`config.mk`:
```
export PLATFORM = sky130hd
export DESIGN_NAME = isbn_stream_validator_top
export DESIGN_NICKNAME = d
export VERILOG_FILES = /design/src/rtl/isv_pkg.sv /design/src/rtl/isv_accum.sv /design/src/rtl/isv_out_reg.sv /design/src/rtl/isbn_stream_validator_top.sv
export SDC_FILE = /design/constraint.sdc
export NUM_CORES = 1
export LEC_CHECK = 0
export BUFFER_PORTS_ARGS = -buffer_cell sky130_fd_sc_hd__buf_4
export CAP_MARGIN = 20
export CORE_ASPECT_RATIO = 0.9
export CORE_MARGIN = 2
export CORE_UTILIZATION = 60
export CTS_CLUSTER_SIZE = 40
export DETAILED_ROUTE_END_ITERATION = 10
export GPL_TIMING_DRIVEN = 0
export PLACE_DENSITY = 0.89
export SETUP_SLACK_MARGIN = 0.3
export SYNTH_ARGS = -nofsm -noshare
export SYNTH_HDL_FRONTEND = slang
export SYNTH_HIERARCHICAL = 1
export SYNTH_SLANG_ARGS = --single-unit
```
`constraint.sdc`:
```
create_clock -name clk_i -period 14.55 [get_ports clk_i]
set_clock_uncertainty 0.05 [all_clocks]
set_input_delay 3.6375 -clock clk_i [delete_from_list [all_inputs] [get_ports clk_i]]
set_output_delay 3.6375 -clock clk_i [all_outputs]
set_load 0.01 [all_outputs]
```
`src/rtl/isv_pkg.sv`:
```
`timescale 1ns / 1ps
// ----------------------------------------------------------------------------
// isv_pkg
// Shared types, character codes and small modulo helpers for the ISBN
// stream validator.
// ----------------------------------------------------------------------------
package isv_pkg;

  localparam logic [7:0] CH_HYPHEN = 8'h2D;
  localparam logic [7:0] CH_X      = 8'h58;
  localparam logic [7:0] CH_ZERO   = 8'h30;
  localparam logic [7:0] CH_NINE   = 8'h39;

  localparam logic [3:0] COUNT_SAT = 4'd14;
  localparam logic [3:0] LEN_TEN   = 4'd10;
  localparam logic [3:0] LEN_THIRT = 4'd13;
  localparam logic [3:0] POS_CHECK = 4'd9;

  typedef enum logic [2:0] {
    ISV_ERR_OK     = 3'd0,
    ISV_ERR_EMPTY  = 3'd1,
    ISV_ERR_EDGE   = 3'd2,
    ISV_ERR_DOUBLE = 3'd3,
    ISV_ERR_LEN    = 3'd4,
    ISV_ERR_BAD10  = 3'd5,
    ISV_ERR_BAD13  = 3'd6
  } isv_err_e;

  typedef struct packed {
    logic     valid_res;
    isv_err_e error_code;
  } isv_res_t;

  // x mod 11 for x below 128, reciprocal 187/2048 is exact over that range
  function automatic logic [3:0] mod11_7b(input logic [6:0] x);
    logic [14:0] p;
    logic [3:0]  q;
    logic [6:0]  r;
    p = {8'd0, x} * 15'd187;
    q = p[14:11];
    r = x - ({3'd0, q} * 7'd11);
    return r[3:0];
  endfunction

  // x mod 10 for x below 64, reciprocal 205/2048 is exact over that range
  function automatic logic [3:0] mod10_6b(input logic [5:0] x);
    logic [13:0] p;
    logic [2:0]  q;
    logic [5:0]  r;
    p = {8'd0, x} * 14'd205;
    q = p[13:11];
    r = x - ({3'd0, q} * 6'd10);
    return r[3:0];
  endfunction

endpackage

```
`src/rtl/isv_accum.sv`:
```
`timescale 1ns / 1ps
// ----------------------------------------------------------------------------
// isv_accum
// Running checksum and format state, updated once per character, with the
// verdict formed on the final transaction of a string.
// ----------------------------------------------------------------------------
module isv_accum (
  input  logic              clk_i,
  input  logic              rst_ni,
  input  logic              step_i,
  input  logic [7:0]        char_code_i,
  input  logic              last_i,
  input  logic              no_char_i,
  output isv_pkg::isv_res_t res_o
);
  import isv_pkg::*;

  logic [3:0] cnt_q, cnt_d, cnt_n;
  logic [3:0] s11_q, s11_d, s11_n;
  logic [3:0] s10_q, s10_d, s10_n;
  logic       prev_q, prev_d, prev_n;
  logic       seen_q, seen_d, seen_n;
  logic       start_q, start_d, start_n;
  logic       dbl_q, dbl_d, dbl_n;
  logic       bad10_q, bad10_d, bad10_n;
  logic       bad13_q, bad13_d, bad13_n;

  logic       take;
  logic       hyph;
  logic       dig;
  logic       ok10;
  logic [3:0] val10;
  logic [3:0] wgt11;
  logic [6:0] sum11;
  logic [5:0] sum10;
  isv_err_e   code;

  assign take  = step_i && !no_char_i;
  assign hyph  = (char_code_i == CH_HYPHEN);
  assign dig   = (char_code_i >= CH_ZERO) && (char_code_i <= CH_NINE);
  assign ok10  = dig || ((cnt_q == POS_CHECK) && (char_code_i == CH_X));
  assign val10 = dig ? char_code_i[3:0] : 4'd10;
  assign wgt11 = cnt_q + 4'd1;
  assign sum11 = {3'd0, s11_q} + ({3'd0, wgt11} * {3'd0, val10});
  assign sum10 = {2'd0, s10_q} + {2'd0, char_code_i[3:0]}
               + (cnt_q[0] ? {1'b0, char_code_i[3:0], 1'b0} : 6'd0);

  always_comb begin
    cnt_n   = cnt_q;
    s11_n   = s11_q;
    s10_n   = s10_q;
    prev_n  = prev_q;
    seen_n  = seen_q;
    start_n = start_q;
    dbl_n   = dbl_q;
    bad10_n = bad10_q;
    bad13_n = bad13_q;
    if (take) begin
      start_n = start_q | (!seen_q & hyph);
      dbl_n   = dbl_q | (hyph & prev_q);
      seen_n  = 1'b1;
      prev_n  = hyph;
      if (!hyph) begin
        if (cnt_q < LEN_TEN) begin
          bad10_n = bad10_q | !ok10;
          s11_n   = mod11_7b(sum11);
        end
        if (cnt_q < LEN_THIRT) begin
          if (!dig) begin
            bad13_n = 1'b1;
          end else begin
            s10_n = mod10_6b(sum10);
          end
        end
        if (cnt_q < COUNT_SAT) begin
          cnt_n = cnt_q + 4'd1;
        end
      end
    end
  end

  always_comb begin
    if (!seen_n) begin
      code = ISV_ERR_EMPTY;
    end else if (start_n || prev_n) begin
      code = ISV_ERR_EDGE;
    end else if (dbl_n) begin
      code = ISV_ERR_DOUBLE;
    end else if (cnt_n == LEN_TEN) begin
      code = (bad10_n || (s11_n != 4'd0)) ? ISV_ERR_BAD10 : ISV_ERR_OK;
    end else if (cnt_n == LEN_THIRT) begin
      code = (bad13_n || (s10_n != 4'd0)) ? ISV_ERR_BAD13 : ISV_ERR_OK;
    end else begin
      code = ISV_ERR_LEN;
    end
    res_o.error_code = code;
    res_o.valid_res  = (code == ISV_ERR_OK);
  end

  always_comb begin
    cnt_d   = cnt_q;
    s11_d   = s11_q;
    s10_d   = s10_q;
    prev_d  = prev_q;
    seen_d  = seen_q;
    start_d = start_q;
    dbl_d   = dbl_q;
    bad10_d = bad10_q;
    bad13_d = bad13_q;
    if (step_i) begin
      if (last_i) begin
        cnt_d   = '0;
        s11_d   = '0;
        s10_d   = '0;
        prev_d  = 1'b0;
        seen_d  = 1'b0;
        start_d = 1'b0;
        dbl_d   = 1'b0;
        bad10_d = 1'b0;
        bad13_d = 1'b0;
      end else begin
        cnt_d   = cnt_n;
        s11_d   = s11_n;
        s10_d   = s10_n;
        prev_d  = prev_n;
        seen_d  = seen_n;
        start_d = start_n;
        dbl_d   = dbl_n;
        bad10_d = bad10_n;
        bad13_d = bad13_n;
      end
    end
  end

  always_ff @(posedge clk_i or negedge rst_ni) begin
    if (!rst_ni) begin
      cnt_q   <= '0;
      s11_q   <= '0;
      s10_q   <= '0;
      prev_q  <= 1'b0;
      seen_q  <= 1'b0;
      start_q <= 1'b0;
      dbl_q   <= 1'b0;
      bad10_q <= 1'b0;
      bad13_q <= 1'b0;
    end else begin
      cnt_q   <= cnt_d;
      s11_q   <= s11_d;
      s10_q   <= s10_d;
      prev_q  <= prev_d;
      seen_q  <= seen_d;
      start_q <= start_d;
      dbl_q   <= dbl_d;
      bad10_q <= bad10_d;
      bad13_q <= bad13_d;
    end
  end

  a_clear_after_last: assert property (@(posedge clk_i) disable iff (!rst_ni)
    step_i && last_i |=> (cnt_q == 4'd0) && !seen_q && !prev_q)
    else $error("state not cleared after final transaction");

  a_count_sat: assert property (@(posedge clk_i) disable iff (!rst_ni)
    cnt_q <= COUNT_SAT)
    else $error("character count beyond saturation");

  a_seen_count: assert property (@(posedge clk_i) disable iff (!rst_ni)
    !seen_q |-> (cnt_q == 4'd0) && !dbl_q && !start_q)
    else $error("flags set with no character seen");

endmodule

```
`src/rtl/isv_out_reg.sv`:
```
`timescale 1ns / 1ps
// ----------------------------------------------------------------------------
// isv_out_reg
// Result register holding one verdict until the downstream side takes it.
// ----------------------------------------------------------------------------
module isv_out_reg (
  input  logic              clk_i,
  input  logic              rst_ni,
  input  logic              load_i,
  input  isv_pkg::isv_res_t res_i,
  output logic              space_o,
  output logic              out_valid_o,
  input  logic              out_ready_i,
  output logic              valid_res_o,
  output logic [2:0]        error_code_o
);
  import isv_pkg::*;

  logic     vld_q, vld_d;
  isv_res_t res_q;

  assign space_o = !vld_q || out_ready_i;

  always_comb begin
    vld_d = vld_q;
    if (load_i) begin
      vld_d = 1'b1;
    end else if (out_ready_i) begin
      vld_d = 1'b0;
    end
  end

  always_ff @(posedge clk_i or negedge rst_ni) begin
    if (!rst_ni) begin
      vld_q <= 1'b0;
    end else begin
      vld_q <= vld_d;
    end
  end

  always_ff @(posedge clk_i) begin
    if (load_i) begin
      res_q <= res_i;
    end
  end

  assign out_valid_o  = vld_q;
  assign valid_res_o  = res_q.valid_res;
  assign error_code_o = res_q.error_code;

  a_no_overwrite: assert property (@(posedge clk_i) disable iff (!rst_ni)
    load_i |-> space_o)
    else $error("result register overwritten before transaction");

  a_res_consistent: assert property (@(posedge clk_i) disable iff (!rst_ni)
    vld_q |-> (res_q.valid_res == (res_q.error_code == ISV_ERR_OK)))
    else $error("valid_res disagrees with error code");

  a_load_shows: assert property (@(posedge clk_i) disable iff (!rst_ni)
    load_i |=> vld_q)
    else $error("loaded result not presented");

endmodule

```
`src/rtl/isbn_stream_validator_top.sv`:
```
`timescale 1ns / 1ps
// ----------------------------------------------------------------------------
// isbn_stream_validator_top
// Streaming ISBN-10/13 validator, one character per transaction, one verdict
// per string.
// ----------------------------------------------------------------------------
// the verdict is formed from the input register and running state, then held in the result register
// throughput: one character per cycle outside the stall below, set by the input
//   register feeding the running checksum state directly
// input stalls only while a final character waits on a full result register
// reset clears the input register valid, running state and result register valid
module isbn_stream_validator_top (
  input  logic       clk_i,
  input  logic       rst_ni,
  input  logic       in_valid_i,
  output logic       in_ready_o,
  input  logic [7:0] char_code_i,
  input  logic       last_i,
  input  logic       no_char_i,
  output logic       out_valid_o,
  input  logic       out_ready_i,
  output logic       valid_res_o,
  output logic [2:0] error_code_o
);
  import isv_pkg::*;

  logic       in_vld_q, in_vld_d;
  logic [7:0] char_q;
  logic       last_q;
  logic       none_q;
  logic       accept;
  logic       step;
  logic       space;
  isv_res_t   res;

  assign step       = in_vld_q && (!last_q || space);
  assign in_ready_o = !in_vld_q || step;
  assign accept     = in_valid_i && in_ready_o;

  always_comb begin
    in_vld_d = in_vld_q;
    if (accept) begin
      in_vld_d = 1'b1;
    end else if (step) begin
      in_vld_d = 1'b0;
    end
  end

  always_ff @(posedge clk_i or negedge rst_ni) begin
    if (!rst_ni) begin
      in_vld_q <= 1'b0;
    end else begin
      in_vld_q <= in_vld_d;
    end
  end

  always_ff @(posedge clk_i) begin
    if (accept) begin
      char_q <= char_code_i;
      last_q <= last_i;
      none_q <= no_char_i;
    end
  end

  isv_accum u_accum (
    .clk_i       (clk_i),
    .rst_ni      (rst_ni),
    .step_i      (step),
    .char_code_i (char_q),
    .last_i      (last_q),
    .no_char_i   (none_q),
    .res_o       (res)
  );

  isv_out_reg u_out_reg (
    .clk_i        (clk_i),
    .rst_ni       (rst_ni),
    .load_i       (step && last_q),
    .res_i        (res),
    .space_o      (space),
    .out_valid_o  (out_valid_o),
    .out_ready_i  (out_ready_i),
    .valid_res_o  (valid_res_o),
    .error_code_o (error_code_o)
  );

  a_stall_cause: assert property (@(posedge clk_i) disable iff (!rst_ni)
    !in_ready_o |-> in_vld_q && last_q && out_valid_o && !out_ready_i)
    else $error("input stalled without a blocked final transaction");

  a_final_result: assert property (@(posedge clk_i) disable iff (!rst_ni)
    step && last_q |=> out_valid_o)
    else $error("final transaction gave no result");

  a_hold_stalled: assert property (@(posedge clk_i) disable iff (!rst_ni)
    in_vld_q && !step |=> in_vld_q && $stable(char_q) && $stable(last_q))
    else $error("held transaction lost or changed");

endmodule
```
======== Yosys cells after proc, flatten, opt, wreduce, memory -nomap -nowiden ========
Index checks and enable logic that the tools add are counted.
storage, ports and cells
  output and inout port bits .............. 6
  word-level logic and storage cells ...... 109
  bits in registers ....................... 34
operators by class
  multipliers ............................. 5
  bitwise operators ....................... 5
  mux-type cells .......................... 43
  equal/unequal tests ..................... 5
  order comparisons ....................... 5
  reductions and logical operators ........ 24
  add/subtract/negate cells ............... 6
operators by type and width
  kind                    number
  $mux W4                 14
  $mux W1                 21
  $mux W3                 7
  $mul A7 B8 Y15 const B  1
  $mul A6 B8 Y14 const B  1
  $eq A4 B4 Y1 const B    3
  $lt A4 B4 Y1 const B    3
  $eq A8 B6 Y1 const B    1
  $eq A8 B7 Y1 const B    1
  $ge A8 B6 Y1 const B    1
  $le A8 B6 Y1 const B    1
  $reduce_bool A4 Y1      2
  $sub A4 B4 Y4           2
  $add A4 B7 Y7           1
  $logic_or A1 B1 Y1      7
  $mul A4 B4 Y7           1
  $add A5 B5 Y6           1
  $logic_and A1 B1 Y1     6
  $logic_not A1 Y1        6
  $add A4 B4 Y5           1
  $mux W5                 1
  $add A4 B1 Y4 const B   1
  $mul A4 B4 Y4 const B   1
  $reduce_bool A2 Y1      2
  other kinds (4)         7

======== Depth between registers and ports, before layout ========
  depth after elaboration ................. 19
  mapped depth ............................ 42
  depth with buffers taken out ............ 41

======== Hierarchy ========
Netlist, hierarchy kept.
by module, submodules not included
  module                     seq. area each (um2)  area each (um2)  cells each  times used
  isv_accum                  450.4                 4103.9           463         1
  isbn_stream_validator_top  325.3                 379.1            17          1
  isv_out_reg                145.1                 167.7            7           1

======== Worst setup path before layout ========
Ideal clock, no wire load.
  path kind ............................... flip-flop to flip-flop
  start ................................... register u_accum.cnt_q[1]
  end ..................................... register u_out_reg.res_q (netlist bit u_out_reg/error_code_o[2]), data pin
  setup slack ............................. 4.657 ns
  cell stages (with the launch flop) ...... 39
  path buffers ............................ 2
  data arrival time ....................... 9.589 ns
  setup time .............................. 0.254 ns
  cell sequence ........................... dfrtp_1 clkbuf_1 inv_1 ha_1 buf_1 nand3_1 fa_1 fa_1 fa_1 inv_1 ha_1 a21oi_1 o21bai_1 a21oi_1 xnor2_1 and2_1 nor2_1 ha_1 [... 3 more ...] fa_1 ha_1 ha_1 and4_4 and2_4 a221oi_2 xnor2_1 ha_1 inv_1 fa_1 ha_1 a21o_1 a21oi_1 xnor2_1 xnor3_1 or3b_1 and3_4 o21a_1
RTL lines
  element                 line               text
  from (decl)             isv_accum.sv:18    logic [3:0] cnt_q, cnt_d, cnt_n;
  from (signal assigned)  isv_accum.sv:147   cnt_q <= cnt_d;
  to (signal assigned)    isv_out_reg.sv:43  res_q <= res_i;
  to (decl)               isv_out_reg.sv:20  isv_res_t res_q;

==> results_dict.tcl <==
set metrics [dict create \
    status "finished clean" \
    yosys.area.top_type_share_pct 22.9 \
    required_ps 14540 \
    postSynthCellCount 487 \
    holdPathStages 1 \
    cp_common_cell "fa_1" \
    ant_nets 0 \
    hold_start "u_accum/s11_q[1]" \
    ys_ff_latch 34 \
    ctsResizeCount 0 \
    ys.flop_type "dfrtp_1" \
    fin_crit_ps 11000 \
    syn2layout_area_growth_pct 7.61 \
    cts_root_buf "clkbuf_8" \
    post-dp-hpwl_um 7890 \
    critPathLaunchType "flop" \
    arrival_ps 10980 \
    wl_um 9870 \
    synthArstFlopShare_pct 58.8 \
    synth_cell_types 66 \
    postSynthAreaPerCell_sq_um 9.55 \
    clock_path_buffers 2 \
    final-setup-viol-count 0 \
    critPathSlowestCell "fa_1" \
    cp_max_fo 10 \
    crit-reg2reg-launch "u_accum/cnt_q[1]" \
    post_cts_buffers 0 \
    end_kind "flop" \
    yosysTopAreaCell "ha_1" \
    clk_pin_slew_ps 70 \
    clkSinkCount 34 \
    dr.pass1.iters 5 \
    period_share_pct 75.6 \
    core-area_sq_um 7540 \
    gr-usage-all-layers_pct 24.8 \
    r2r.worst_path.cells 37 \
    h-tree-depth 2 \
    hold_buffers 0 \
    place_congestion 0.909 \
    drtIter0Drc 153 \
    rsz0062_at_grt "false" \
    final_hold_viol_count 0 \
    path_class "reg2reg" \
    die_width_um 96.8 \
    dr_total_vias 3661 \
    slew_violations 0 \
    grt_pass1_vias 3886 \
    r2r_setup_slack_ps 3550 \
    die_area_sq_um 8470 \
    critPathMaxStageDelay_ps 520 \
    wire_per_inst_um 16.2 \
    min_path_type "reg2reg" \
    ys_seq_area_share_pct 19.8 \
    fin_util_pct 66.3 \
    netlist_area_sq_um 4650 \
    ys_top_cells_by_area "ha_1 (23%), fa_1 (15%), dfrtp_1 (11%)" \
    io_pins 20 \
    syn_nets 620 \
    cts_made_buffers 5 \
    setup_tns_ps 0 \
    final.fill_count 545 \
    layout.cells.non_filler 610 \
    slew_headroom_pct 42.9 \
    r2r-end "u_out_reg/error_code_o[2]" \
    grt_max_degree 21 \
    whs_endpoint "u_accum/s11_q[1]" \
    holdWs_ps 484 \
    vias_per_cell 6.00 \
    synth_edf_count 14 \
    start_util_pct 61.6 \
    max_cap_viol_count 0 \
    drive_gt1_share_pct 9.34 \
    cts_tree "yes" \
    clkLatencyLatePin_ps 280 \
    tightest_slew_ps 848 \
    fp-row-count 30 \
    die_h_um 87.5 \
    max_freq_mhz 90.9 \
    place_inst 602 \
    drc 0 \
    grt-ovfl-total 0 \
    ys.warnings.count 6 \
    antenna_cells 0 \
    antenna_found_initial 0 \
    io_buffers 19 \
    final_nets 646 \
    grt_pass1_wl_um 17300 \
]
[worst max-delay path: cells and delay by family, from the launching register on]
kind | cells | cell delay, ps
buffers and inverters | 7 | 1080
adder cells (fa/ha/maj) | 13 | 5290
AO/OA/AOI/OAI | 5 | 1110
XOR/XNOR | 3 | 700
AND/OR/NAND/NOR | 9 | 2160
flip-flops | 1 | 370
[cells in the final DEF, fill, tap and decap left out, drive strengths merged, types with 7 or more instances in the layout]
cell    netlist  layout
nor3          8       8
nand2        26      26
o21ai        17      17
a21oi        32      32
nor2         30      30
xor2          9       9
and2         12      12
edfxtp       14      14
xnor2        21      21
inv          64      64
ha           85      85
a21o         10      10
fa           34      34
clkbuf        9      16
buf           1      20
dfrtp        20      20
nand3         7       7
nor2b         7       7
[state kept, by name, summed over array words and instances (netlist names)]
signal / count
u_accum/dbl_q: 1
u_out_reg/out_valid_o: 1
char_q: 8
u_accum/s11_q: 4
u_accum/prev_q: 1
u_accum/bad13_q: 1
u_out_reg/error_code_o: 3
u_out_reg/valid_res_o: 1
u_accum/seen_q: 1
u_accum/s10_q: 4
u_accum/start_q: 1
u_accum/bad10_q: 1
none_q: 1
last_q: 1
u_accum/cnt_q: 4
in_vld_q: 1
[synth_stat cells, types with 2 or more instances]
cell type,n
o21a_1,6
a32o_1,3
nor2b_1,7
and2_4,2
nand2_1,26
xor2_1,9
a21o_1,10
a31oi_1,6
nand2b_1,4
nand3_1,7
nor3b_1,2
ha_1,85
a21oi_1,32
or4_1,3
and4bb_2,3
and3_1,2
and2_1,10
dfrtp_1,20
mux2i_1,2
o211ai_1,2
a211oi_1,3
o21ai_0,15
xnor2_1,21
fa_1,34
or2_2,5
clkbuf_1,8
o211a_1,2
and3b_1,2
a22o_1,3
edfxtp_1,14
o21ai_1,2
nor2_1,30
nor3_1,8
or3_1,2
nor4b_1,2
inv_1,64
nor4bb_1,2
[layout make-up]
class	instances	area (sq um)	share of cell area, %
buffer	10	38.8	0.775
clock buffer	7	86.3	1.73
clock inverter	1	5.00	0.100
inverter	64	240	4.80
multi-input combinational	379	3450	69.0
sequential	34	921	18.4
tap	96	120	2.40
timing repair buffer	19	143	2.85
[metal layers]
metal	track usage (%)	share of wire [%]	vias to the layer above
met5	0	0	-
met2	46.0	50	143
li1	-	-	1748
met1	30.5	43	1743
met4	8.58	2.6	0
met3	2.49	4.5	27
[worst max path at each step]
stage,start,end,slack (ps),depth (start not counted)
5_1_grt,u_accum/cnt_q[1],u_out_reg/error_code_o[2],2960,37
6_report,u_accum/cnt_q[1],u_out_reg/error_code_o[2],3550,37
3_5_place_dp,u_accum/cnt_q[1],u_out_reg/error_code_o[2],3750,38
3_3_place_gp,u_accum/cnt_q[1],u_out_reg/error_code_o[2],4060,37
4_1_cts,u_accum/cnt_q[1],u_out_reg/error_code_o[2],3640,37
2_1_floorplan,u_accum/cnt_q[1],u_out_reg/error_code_o[2],4660,38
[per-stage QoR]
stage,setup slack (ps),area (sq um)
after detailed placement,3750,4910
after global placement,4060,4910
after CTS,3640,5000
after global routing,2960,5000
final,3550,5000
after floorplan,4660,4650
[cell families after synthesis]
| group | after synthesis | share of synthesized area (%) |
|---|---|---|
| AND/OR/NAND/NOR | 129 | 16.2 |
| XOR/XNOR | 31 | 6.13 |
| buffers and inverters | 74 | 6.00 |
| adder cells (fa/ha/maj) | 119 | 37.5 |
| flip-flops | 34 | 19.8 |
| AO/OA/AOI/OAI | 98 | 13.9 |
| multiplexers | 2 | 0.430 |
Power is not shown: default switching activity piles up to over one toggle a cycle in this logic, so the estimate is an artifact.
